**src/hdl/rv32i_integer_alu_unit_defines.svh**
```systemverilog
// Assertion macros shared by the RV32I ALU unit RTL.
`ifndef RV32I_INTEGER_ALU_UNIT_DEFINES_SVH
`define RV32I_INTEGER_ALU_UNIT_DEFINES_SVH

// Clocked check, muted while reset is asserted.
`define RIA_ASSERT_CLK(label, prop, msg) \
  label: assert property (@(posedge clk) disable iff (!rst_n) (prop)) else $error(msg);

// Clocked check that also holds across reset.
`define RIA_ASSERT_RST(label, prop, msg) \
  label: assert property (@(posedge clk) (prop)) else $error(msg);

`endif

```
**src/hdl/ria_pkg.sv**
```systemverilog
// Types and constants of the RV32I ALU unit.
package ria_pkg;

  localparam int XLEN    = 32;
  localparam int SHAMT_W = 5;
  localparam int CLS_W   = 2;
  localparam int F3_W    = 3;
  localparam int F7_W    = 7;

  // Instruction classes
  localparam logic [CLS_W-1:0] CLS_ADDR   = 2'd0;
  localparam logic [CLS_W-1:0] CLS_IMM    = 2'd1;
  localparam logic [CLS_W-1:0] CLS_BRANCH = 2'd2;
  localparam logic [CLS_W-1:0] CLS_REG    = 2'd3;

  // funct3 codes
  localparam logic [F3_W-1:0] F3_ADD  = 3'd0;
  localparam logic [F3_W-1:0] F3_SLL  = 3'd1;
  localparam logic [F3_W-1:0] F3_SLT  = 3'd2;
  localparam logic [F3_W-1:0] F3_SLTU = 3'd3;
  localparam logic [F3_W-1:0] F3_XOR  = 3'd4;
  localparam logic [F3_W-1:0] F3_SR   = 3'd5;
  localparam logic [F3_W-1:0] F3_OR   = 3'd6;
  localparam logic [F3_W-1:0] F3_AND  = 3'd7;

  // Branch funct3 codes
  localparam logic [F3_W-1:0] F3_BEQ  = 3'd0;
  localparam logic [F3_W-1:0] F3_BNE  = 3'd1;
  localparam logic [F3_W-1:0] F3_BLT  = 3'd4;
  localparam logic [F3_W-1:0] F3_BGE  = 3'd5;
  localparam logic [F3_W-1:0] F3_BLTU = 3'd6;
  localparam logic [F3_W-1:0] F3_BGEU = 3'd7;

  localparam logic [F7_W-1:0] F7_BASE = 7'b0000000;
  localparam logic [F7_W-1:0] F7_ALT  = 7'b0100000;

  localparam int IMM_ARITH_BIT = 10;
  localparam logic [XLEN-1:0] PC_STEP = 32'd4;

  typedef enum logic [3:0] {
    OP_ADD,
    OP_SUB,
    OP_SLL,
    OP_SLT,
    OP_SLTU,
    OP_XOR,
    OP_SRL,
    OP_SRA,
    OP_OR,
    OP_AND,
    OP_BRANCH
  } op_t;

endpackage

```
**src/hdl/ria_if.sv**
```systemverilog
// Valid/ready channel interfaces for the ALU unit input and result beats.
interface ria_in_if;
  import ria_pkg::*;

  logic            valid;
  logic            ready;
  logic [CLS_W-1:0] func;
  logic [F3_W-1:0] funct3;
  logic [F7_W-1:0] funct7;
  logic [XLEN-1:0] operand_a;
  logic [XLEN-1:0] operand_b;
  logic [XLEN-1:0] immediate;
  logic [XLEN-1:0] program_counter;

  modport source (output valid, func, funct3, funct7, operand_a, operand_b, immediate,
                  program_counter, input ready);
  modport sink   (input valid, func, funct3, funct7, operand_a, operand_b, immediate,
                  program_counter, output ready);
endinterface

interface ria_out_if;
  import ria_pkg::*;

  logic            valid;
  logic            ready;
  logic [XLEN-1:0] value;
  logic            illegal;

  modport source (output valid, value, illegal, input ready);
  modport sink   (input valid, value, illegal, output ready);
endinterface

```
**src/hdl/rv32i_integer_alu_unit.sv**
```systemverilog
// RV32I integer execute unit: three-stage pipelined ALU with branch target select.
//
//  channel   dir  handshake        payload
//  in_bus    in   valid / ready    func, funct3, funct7, operand_a, operand_b,
//                                  immediate, program_counter
//  out_bus   out  valid / ready    value, illegal
//
// One beat in and one beat out per cycle while out_bus.ready stays high;
// the stages (decode, execute, result select) are each a register.
// rst_n is synchronous, active low, and clears the stage valid bits only.
// Each stage holds while the one after it is full and stalled; bubbles
// collapse, so in_bus.ready drops only when all three stages are full.
`include "rv32i_integer_alu_unit_defines.svh"

module rv32i_integer_alu_unit (
  input  logic      clk,
  input  logic      rst_n,
  ria_in_if.sink    in_bus,
  ria_out_if.source out_bus
);
  import ria_pkg::*;

  // Stage enables
  logic en1, en2, en3;

  // Stage 1: decode
  logic            v1_r;
  op_t             op1_r, op1_nxt;
  logic [F3_W-1:0] f31_r;
  logic            bad1_r, bad1_nxt;
  logic [XLEN-1:0] a1_r, b1_r, b1_nxt, imm1_r, pc1_r;

  // Stage 2: execute
  logic            v2_r;
  op_t             op2_r;
  logic [F3_W-1:0] f32_r;
  logic            bad2_r;
  logic [XLEN-1:0] sum2_r, sum2_nxt;
  logic [XLEN-1:0] shift2_r, shift2_nxt;
  logic [XLEN-1:0] logic2_r, logic2_nxt;
  logic            lt2_r, ltu2_r, eq2_r;
  logic [XLEN-1:0] tgt2_r, seq2_r;

  // Stage 3: result
  logic            v3_r;
  logic [XLEN-1:0] value_r, value_nxt;
  logic            illegal_r;
  logic            take;

  assign en3 = !v3_r || out_bus.ready;
  assign en2 = !v2_r || en3;
  assign en1 = !v1_r || en2;
  assign in_bus.ready = en1;

  assign out_bus.valid   = v3_r;
  assign out_bus.value   = value_r;
  assign out_bus.illegal = illegal_r;

  // Decode
  always_comb begin
    op1_nxt  = OP_ADD;
    bad1_nxt = 1'b0;
    b1_nxt   = in_bus.immediate;
    unique case (in_bus.func)
      CLS_ADDR: begin
        op1_nxt = OP_ADD;
      end
      CLS_IMM, CLS_REG: begin
        if (in_bus.func == CLS_REG) b1_nxt = in_bus.operand_b;
        unique case (in_bus.funct3)
          F3_ADD:  op1_nxt = OP_ADD;
          F3_SLL:  op1_nxt = OP_SLL;
          F3_SLT:  op1_nxt = OP_SLT;
          F3_SLTU: op1_nxt = OP_SLTU;
          F3_XOR:  op1_nxt = OP_XOR;
          F3_SR:   op1_nxt = OP_SRL;
          F3_OR:   op1_nxt = OP_OR;
          F3_AND:  op1_nxt = OP_AND;
          default: op1_nxt = OP_ADD;
        endcase
        if (in_bus.func == CLS_IMM) begin
          if (in_bus.funct3 == F3_SR && in_bus.immediate[IMM_ARITH_BIT]) op1_nxt = OP_SRA;
        end else if (in_bus.funct3 == F3_ADD || in_bus.funct3 == F3_SR) begin
          // register form: funct7 must be base or alternate
          if (in_bus.funct7 == F7_ALT) begin
            op1_nxt = (in_bus.funct3 == F3_ADD) ? OP_SUB : OP_SRA;
          end else if (in_bus.funct7 != F7_BASE) begin
            bad1_nxt = 1'b1;
          end
        end
      end
      CLS_BRANCH: begin
        op1_nxt  = OP_BRANCH;
        b1_nxt   = in_bus.operand_b;
        bad1_nxt = (in_bus.funct3 == F3_SLT) || (in_bus.funct3 == F3_SLTU);
      end
      default: op1_nxt = OP_ADD;
    endcase
  end

  // Execute
  always_comb begin
    logic            sub;
    logic [XLEN-1:0] b_eff;
    logic [SHAMT_W-1:0] sh;
    sub   = (op1_r == OP_SUB);
    b_eff = sub ? ~b1_r : b1_r;
    sh    = b1_r[SHAMT_W-1:0];
    sum2_nxt = a1_r + b_eff + XLEN'(sub);
    unique case (op1_r)
      OP_SLL:  shift2_nxt = a1_r << sh;
      OP_SRA:  shift2_nxt = $unsigned($signed(a1_r) >>> sh);
      default: shift2_nxt = a1_r >> sh;
    endcase
    unique case (op1_r)
      OP_XOR:  logic2_nxt = a1_r ^ b1_r;
      OP_OR:   logic2_nxt = a1_r | b1_r;
      default: logic2_nxt = a1_r & b1_r;
    endcase
  end

  // Result select; unsupported combinations read as zero
  always_comb begin
    unique case (f32_r)
      F3_BEQ:  take = eq2_r;
      F3_BNE:  take = !eq2_r;
      F3_BLT:  take = lt2_r;
      F3_BGE:  take = !lt2_r;
      F3_BLTU: take = ltu2_r;
      F3_BGEU: take = !ltu2_r;
      default: take = 1'b0;
    endcase
    unique case (op2_r)
      OP_ADD, OP_SUB:         value_nxt = sum2_r;
      OP_SLL, OP_SRL, OP_SRA: value_nxt = shift2_r;
      OP_SLT:                 value_nxt = XLEN'(lt2_r);
      OP_SLTU:                value_nxt = XLEN'(ltu2_r);
      OP_XOR, OP_OR, OP_AND:  value_nxt = logic2_r;
      OP_BRANCH:              value_nxt = take ? tgt2_r : seq2_r;
      default:                value_nxt = '0;
    endcase
    if (bad2_r) value_nxt = '0;
  end

  // Valid bits
  always_ff @(posedge clk) begin
    if (!rst_n) begin
      v1_r <= 1'b0;
      v2_r <= 1'b0;
      v3_r <= 1'b0;
    end else begin
      if (en1) v1_r <= in_bus.valid;
      if (en2) v2_r <= v1_r;
      if (en3) v3_r <= v2_r;
    end
  end

  // Payload
  always_ff @(posedge clk) begin
    if (en1) begin
      op1_r  <= op1_nxt;
      f31_r  <= in_bus.funct3;
      bad1_r <= bad1_nxt;
      a1_r   <= in_bus.operand_a;
      b1_r   <= b1_nxt;
      imm1_r <= in_bus.immediate;
      pc1_r  <= in_bus.program_counter;
    end
    if (en2) begin
      op2_r    <= op1_r;
      f32_r    <= f31_r;
      bad2_r   <= bad1_r;
      sum2_r   <= sum2_nxt;
      shift2_r <= shift2_nxt;
      logic2_r <= logic2_nxt;
      lt2_r    <= $signed(a1_r) < $signed(b1_r);
      ltu2_r   <= a1_r < b1_r;
      eq2_r    <= a1_r == b1_r;
      tgt2_r   <= pc1_r + imm1_r;
      seq2_r   <= pc1_r + PC_STEP;
    end
    if (en3) begin
      value_r   <= value_nxt;
      illegal_r <= bad2_r;
    end
  end

  `RIA_ASSERT_CLK(a_illegal_zero, (v3_r && illegal_r) |-> (value_r == '0), "illegal nonzero")
  `RIA_ASSERT_CLK(a_ready_full, !in_bus.ready |-> (v1_r && v2_r && v3_r), "stall with bubble")
  `RIA_ASSERT_CLK(a_s2_hold, (v2_r && !en3) |=> (v2_r && $stable(sum2_r) && $stable(op2_r)), "s2 lost")
  `RIA_ASSERT_RST(a_reset_empty, !rst_n |=> (!v1_r && !v2_r && !v3_r), "pipe not empty")

endmodule
```
**src/flat_wrapper.sv**
```systemverilog
// flat-port wrapper written by rule: the top's interface ports become plain ports
module rv32i_integer_alu_unit_flat import ria_pkg::*;
  (clk, rst_n, in_bus_valid, in_bus_func, in_bus_funct3, in_bus_funct7, in_bus_operand_a, in_bus_operand_b, in_bus_immediate, in_bus_program_counter, in_bus_ready, out_bus_valid, out_bus_value, out_bus_illegal, out_bus_ready);
  ria_in_if in_bus_i ();
  ria_out_if out_bus_i ();
  input  logic clk;
  input  logic rst_n;
  input wire logic [$bits(in_bus_i.valid)-1:0] in_bus_valid;
  input wire logic [$bits(in_bus_i.func)-1:0] in_bus_func;
  input wire logic [$bits(in_bus_i.funct3)-1:0] in_bus_funct3;
  input wire logic [$bits(in_bus_i.funct7)-1:0] in_bus_funct7;
  input wire logic [$bits(in_bus_i.operand_a)-1:0] in_bus_operand_a;
  input wire logic [$bits(in_bus_i.operand_b)-1:0] in_bus_operand_b;
  input wire logic [$bits(in_bus_i.immediate)-1:0] in_bus_immediate;
  input wire logic [$bits(in_bus_i.program_counter)-1:0] in_bus_program_counter;
  output wire logic [$bits(in_bus_i.ready)-1:0] in_bus_ready;
  output wire logic [$bits(out_bus_i.valid)-1:0] out_bus_valid;
  output wire logic [$bits(out_bus_i.value)-1:0] out_bus_value;
  output wire logic [$bits(out_bus_i.illegal)-1:0] out_bus_illegal;
  input wire logic [$bits(out_bus_i.ready)-1:0] out_bus_ready;
  assign in_bus_i.valid = in_bus_valid;
  assign in_bus_i.func = in_bus_func;
  assign in_bus_i.funct3 = in_bus_funct3;
  assign in_bus_i.funct7 = in_bus_funct7;
  assign in_bus_i.operand_a = in_bus_operand_a;
  assign in_bus_i.operand_b = in_bus_operand_b;
  assign in_bus_i.immediate = in_bus_immediate;
  assign in_bus_i.program_counter = in_bus_program_counter;
  assign in_bus_ready = in_bus_i.ready;
  assign out_bus_valid = out_bus_i.valid;
  assign out_bus_value = out_bus_i.value;
  assign out_bus_illegal = out_bus_i.illegal;
  assign out_bus_i.ready = out_bus_ready;
  rv32i_integer_alu_unit u_core (.clk(clk), .rst_n(rst_n), .in_bus(in_bus_i), .out_bus(out_bus_i));
endmodule
```
**config.mk**
```make
export PLATFORM = sky130hd
export DESIGN_NAME = rv32i_integer_alu_unit_flat
export DESIGN_NICKNAME = d
export VERILOG_FILES = /design/src/hdl/ria_pkg.sv /design/src/hdl/ria_if.sv /design/src/hdl/rv32i_integer_alu_unit.sv /design/src/flat_wrapper.sv
export VERILOG_INCLUDE_DIRS = /design/src /design/src/hdl
export SDC_FILE = /design/constraint.sdc
export NUM_CORES = 1
export LEC_CHECK = 0
export ABC_AREA = 1
export BUFFER_PORTS_ARGS = -buffer_cell sky130_fd_sc_hd__buf_4
export CORE_ASPECT_RATIO = 1.2
export CORE_MARGIN = 4
export CORE_UTILIZATION = 45
export DETAILED_ROUTE_END_ITERATION = 8
export HOLD_SLACK_MARGIN = 0.08
export PLACE_DENSITY_LB_ADDON = 0.12
export SETUP_SLACK_MARGIN = 0.15
export SLEW_MARGIN = 30
export SYNTH_ARGS = -nofsm -noshare
export SYNTH_HDL_FRONTEND = slang
export SYNTH_SLANG_ARGS = --single-unit
```
**constraint.sdc**
```tcl
create_clock -name clk -period 9.01 [get_ports clk]
set_input_delay 1.3515 -clock clk [delete_from_list [all_inputs] [get_ports clk]]
set_output_delay 1.3515 -clock clk [all_outputs]
set_load 0.01 [all_outputs]
```
Yosys cells after proc, flatten, opt, wreduce, memory -nomap -nowiden
Memory sizes are Yosys's and may differ from the RTL's.
Index checks and enable logic that the tools add are counted.

word-level totals
  flip-flop bits (word level) = 343
  ROM bits = 32
  input port bits = 144
  output and inout port bits = 35
  word-level logic and storage cells = 105
  memories kept = 1

cells by class
  add/subtract/negate cells = 4
  magnitude comparators = 2
  equal/unequal tests = 28
  shift operators = 3
  muxes and demuxes = 19
  bitwise gates (word level) = 4
  reductions and logical operators = 21

memories
  memory            words  width  read ports  clocked after Yosys merged registers in  write ports  line                          RTL
  (name not given)  8      4      1           0                                        0            rv32i_integer_alu_unit.sv:70  unique case (in_bus.funct3)

operators by type and width
  operator                                              number
  case mux 32 bit (2 select lines)                      3
  case mux 32 bit (6 select lines)                      1
  2-to-1 mux 32 bit                                     3
  adder 32 bit                                          2
  < comparator 32 bit                                   2
  adder 32 x 1 -> 32 bit                                1
  adder 32 x 3 -> 32 bit (second input constant)        1
  AND 32 bit                                            1
  equality test 32 bit                                  1
  NOT 32 bit                                            1
  bitwise OR 32 bit                                     1
  left shift 32 x 5 -> 32 bit                           1
  right shift 32 x 5 -> 32 bit                          1
  >>> shifter 32 x 5 -> 32 bit                          1
  bitwise XOR 32 bit                                    1
  equality test 4 x 3 -> 1 bit (second input constant)  6
  equality test 4 bit (second input constant)           4
  2-to-1 mux 4 bit                                      4
  equality test 3 bit (second input constant)           5
  equality test 4 x 2 -> 1 bit (second input constant)  3
  case mux 4 bit (3 select lines)                       1
  equality test 4 x 1 -> 1 bit (second input constant)  2
  equality test 7 x 6 -> 1 bit (second input constant)  1
  nonzero test 7 bit                                    1
  other kinds (16)                                      33

Depth between registers and ports, before layout
  word-level depth = 6
  gate-level depth with buffers = 19
  mapped depth without buffers = 18

Worst setup path after synthesis
Ideal clock, no wire load.

  path kind = input port to output port
  start = input port out_bus_ready
  end = output port in_bus_ready
  arrival time = 5.270 ns
  required time = 7.658 ns
  slack = 2.389 ns
  stages on the path = 4
  path buffers = 0
  cells stage by stage = inv_1 nand2_1 nor2_1 nand2_1

between the ends
  longest elaborated chain between the ends = 3

ends and longest elaborated chain
  element               line                          RTL
  start: declaration    flat_wrapper.sv:20            input wire logic [$bits(out_bus_i.ready)-1:0] out_bus_ready;
  logical OR 1 bit      rv32i_integer_alu_unit.sv:50  assign en3 = !v3_r || out_bus.ready;
  named net u_core.en3  rv32i_integer_alu_unit.sv:24  logic en1, en2, en3;
  logical OR 1 bit      rv32i_integer_alu_unit.sv:51  assign en2 = !v2_r || en3;
  logical OR 1 bit      rv32i_integer_alu_unit.sv:52  assign en1 = !v1_r || en2;
  end: declaration      flat_wrapper.sv:16            output wire logic [$bits(in_bus_i.ready)-1:0] in_bus_ready;

The timed path passes the listed nets, and every way through them passes these cells.

Worst setup path in the final report
Same ends and word-level chain as after synthesis.

==> flow_metrics.env <==
export IMPL_p_seq_frac=0.424
export IMPL_crit_path_max_incr_delay_ps=650
export IMPL_drc=0
export IMPL_leakagePower_uw=0.0120
export IMPL_postCtsSetupBuffers=0
export IMPL_insertion_delay_ps=570
export IMPL_ir_drop_uv=231
export IMPL_fin_crit_sh=0.535
export IMPL_ys_async_sr_fraction=0
export IMPL_gp_congestion=0.992
export IMPL_regToRegSetupSlack_ps=5050
export IMPL_pwr_share_clk=0.337
export IMPL_hold_end="u_core.bad2_r$_DFFE_PP_"
export IMPL_tns_ps=0
export IMPL_worst_pin_slew_ps=1000
export IMPL_hold_viol=0
export IMPL_grt_max_degree=70
export IMPL_vias=20191
export IMPL_crit_fanout=35
export IMPL_die_h_um=255
export IMPL_cp_slowest_cell="nor2_1"
export IMPL_initial_core_util=0.456
export IMPL_post_cts_resized=0
export IMPL_slew_violations=0
export IMPL_synth_top_family_by_area="simple AND/OR/NAND/NOR gates"
export IMPL_cts_num_sinks=343
export IMPL_numCtsBuffers=39
export IMPL_slew_headroom=0.330
export IMPL_antenna_found_initial=1
export IMPL_synth_avg_cell_area_um2=8.42
export IMPL_drive_above_1_share=0.108
export IMPL_hold_depth=0
export IMPL_path_delay_family="simple AND/OR/NAND/NOR gates"
export IMPL_grt_first_pass_wirelength_um=120000
export IMPL_fin_cells=3549
export IMPL_ys_types=53
export IMPL_synthMuxAreaShare=0.00349
export IMPL_coreArea_um2=50300
export IMPL_rsz0062_at_grt="false"
export IMPL_ys_seq_elements=343
export IMPL_hold_buffers=0
export IMPL_synthFlopType="edfxtp_1"
export IMPL_endpoint_kind="primary output"
export IMPL_io_buffers=178
export IMPL_die_area_um2=54700
export IMPL_synthAdderAreaFrac=0.0922
export IMPL_n_antenna_cell=0
export IMPL_synthCells=2726
export IMPL_grt_pass1_vias=19343
export IMPL_required_ps=7660
export IMPL_cp_cell_sequence="buf_4 > inv_1 > nand2_2 > nor2_1 > nand2_4 > buf_4"
export IMPL_syn_nets=3038
export IMPL_overflow=0
export IMPL_wirelength_um=81500
export IMPL_track_usage=0.288
export IMPL_p_sw_frac=0.318
export IMPL_syn_area_um2=23000
export IMPL_antenna_left=0
export IMPL_synthSimpleGateAreaFrac=0.229
export IMPL_yosysWarnings=0
export IMPL_clock_root_buffer="clkbuf_16"
export IMPL_post_place_cells=3476
export IMPL_clk_pin_slew_worst_paths_ps=60
export IMPL_hpwl_um=62400
export IMPL_cp_common_cell="buf_4"
export IMPL_critPathArrivalTime_ps=3470
export IMPL_synthXorXnorAreaFrac=0.0389
export IMPL_startpoint_type="input pin"
export IMPL_crit_buf_inv=3
export IMPL_vias_per_cell=5.69
export IMPL_cap_violations=0
export IMPL_drtIter0Drc=1966
export IMPL_clk_path_buf_depth=3
export IMPL_fin_nets=3186
export IMPL_clock_fmax_mhz=208
export IMPL_min_delay_path_class="register to register"
export IMPL_fin_worst_skew_ps=17.3
export IMPL_area_delta_synth_final_pct=14.4
export IMPL_wire_per_inst_um=23.0
export IMPL_io_pins=179
export IMPL_holdCritStartpoint="u_core.bad1_r$_DFFE_PP_"
export IMPL_power_density_nw_per_um2=192
export IMPL_rows=90
export IMPL_cts_htree_levels=2
export IMPL_finalSetupViolCount=0
export IMPL_comb_power_share=0.239
export IMPL_die_w_um=214
export IMPL_rr_startpoint="u_core.a1_r[31]$_DFFE_PP_"
export IMPL_yosysSeqAreaShare=0.447
export IMPL_reg2reg_to="u_core.eq2_r$_DFFE_PP_"
export IMPL_p_int_uw=3430
export IMPL_r2r_cells=9
export IMPL_critPathKind="input pin to primary output"
export IMPL_status="finished clean"
export IMPL_synth_compound_area_frac=0.120
export IMPL_timing_final_crit_period_ps=4820
export IMPL_drtPass1Iterations=5
export IMPL_synth_edf_count=340
export IMPL_cts_tree="built"
export IMPL_switchingPower_uw=1600
cell families after synthesis:
kind of cell | count (synthesis)
DFF | 343
adders and majority gates | 168
and+or+nand+nor | 1233
buffers and inverters | 394
muxes | 8
xor gates and xnor gates | 102
AOI/OAI and AO/OA | 478
registers in the layout (all words and copies together), names as in the netlist, 3 cells and up:
name,count
u_core.sum2_r,32
u_core.pc1_r,32
u_core.f31_r,3
u_core.op2_r,4
u_core.b1_r,32
u_core.imm1_r,32
u_core.out_bus.value,32
u_core.a1_r,32
u_core.f32_r,3
u_core.shift2_r,32
u_core.seq2_r,32
u_core.logic2_r,32
u_core.op1_r,4
u_core.tgt2_r,32
metrics by stage:
step	util	power (µW)	hold WS (ps)	instance area (µm²)	setup WS (ps)
floorplan	-	2850	400	23000	2390
global placement	0.494	3340	402	24900	4200
detailed placement	0.494	3340	406	24900	4170
CTS	0.521	5050	419	26200	4160
global route	0.522	5260	426	26300	4100
finish	0.522	5030	417	26300	4190
cell usage in the layout, fill, tap and decap left out, types with 21 or more instances in the layout:
master / netlist / layout
edfxtp_1: 340 / 340
clkbuf_16: 0 / 39
nor2_1: 145 / 144
nand4_1: 32 / 32
xor2_1: 82 / 82
ha_1: 166 / 166
o211ai_1: 58 / 58
inv_1: 285 / 284
a21oi_1: 207 / 205
nand3_1: 233 / 233
nand2_1: 748 / 746
o21ai_0: 128 / 128
o221ai_1: 27 / 27
nor3_1: 21 / 21
buf_4: 2 / 207
worst max-delay path by stage:
stage / from / end / slack (ps) / cells past startpoint
2_1_floorplan: out_bus_ready / in_bus_ready / 2390 / 4
3_3_place_gp: out_bus_ready / in_bus_ready / 4200 / 6
3_5_place_dp: out_bus_ready / in_bus_ready / 4170 / 6
4_1_cts: out_bus_ready / in_bus_ready / 4160 / 6
5_1_grt: out_bus_ready / in_bus_ready / 4100 / 6
6_report: out_bus_ready / in_bus_ready / 4190 / 6
cell usage after synthesis, types with 27 or more instances:
| library cell | count | area share |
|---|---|---|
| nand2_1 | 748 | 0.12 |
| edfxtp_1 | 340 | 0.44 |
| inv_1 | 285 | 0.047 |
| nand3_1 | 233 | 0.051 |
| a21oi_1 | 207 | 0.045 |
| ha_1 | 166 | 0.090 |
| nor2_1 | 145 | 0.024 |
| o21ai_0 | 128 | 0.028 |
| xor2_1 | 82 | 0.031 |
| o211ai_1 | 58 | 0.019 |
| buf_2 | 40 | 0.0087 |
| clkbuf_1 | 38 | 0.0062 |
| nand4_1 | 32 | 0.0087 |
| o221ai_1 | 27 | 0.010 |
area by class of cell:
cell class	count	area, µm²
inverter	293	1100
timing repair buffer	208	1580
multi-input combinational	1989	11100
clock buffer	50	1040
sequential	343	10300
fill	4809	24100
clock inverter	22	323
tap	644	806
worst reg2reg max path, stage by stage, from the launching register on:
cell and delay (ps):
edfxtp_1 900, inv_1 290, ha_1 390, nor2_1 160, nand2_1 70, inv_1 80, nand2_1 90, nor3b_1 770
nor4b_1 810, buf_4 270
routing by layer:
layer / GRT usage / vias up / routed length (µm)
li1: - / 9588 / -
met5: 0 / - / 0
met3: 0.0429 / 139 / 5730
met4: 0.116 / 0 / 3670
met2: 0.464 / 784 / 37500
met1: 0.391 / 9680 / 34600
power by group through the flow:
stage	Sequential, µW	Clock [µW]	Combinational (µW)
3_5_place_dp	2160	0	1180
3_3_place_gp	2160	0	1180
4_1_cts	2130	1730	1190
6_report	2130	1690	1200
5_1_grt	2150	1790	1320
2_1_floorplan	2120	0	730
Note: power is estimated with default switching activity, not from simulation.
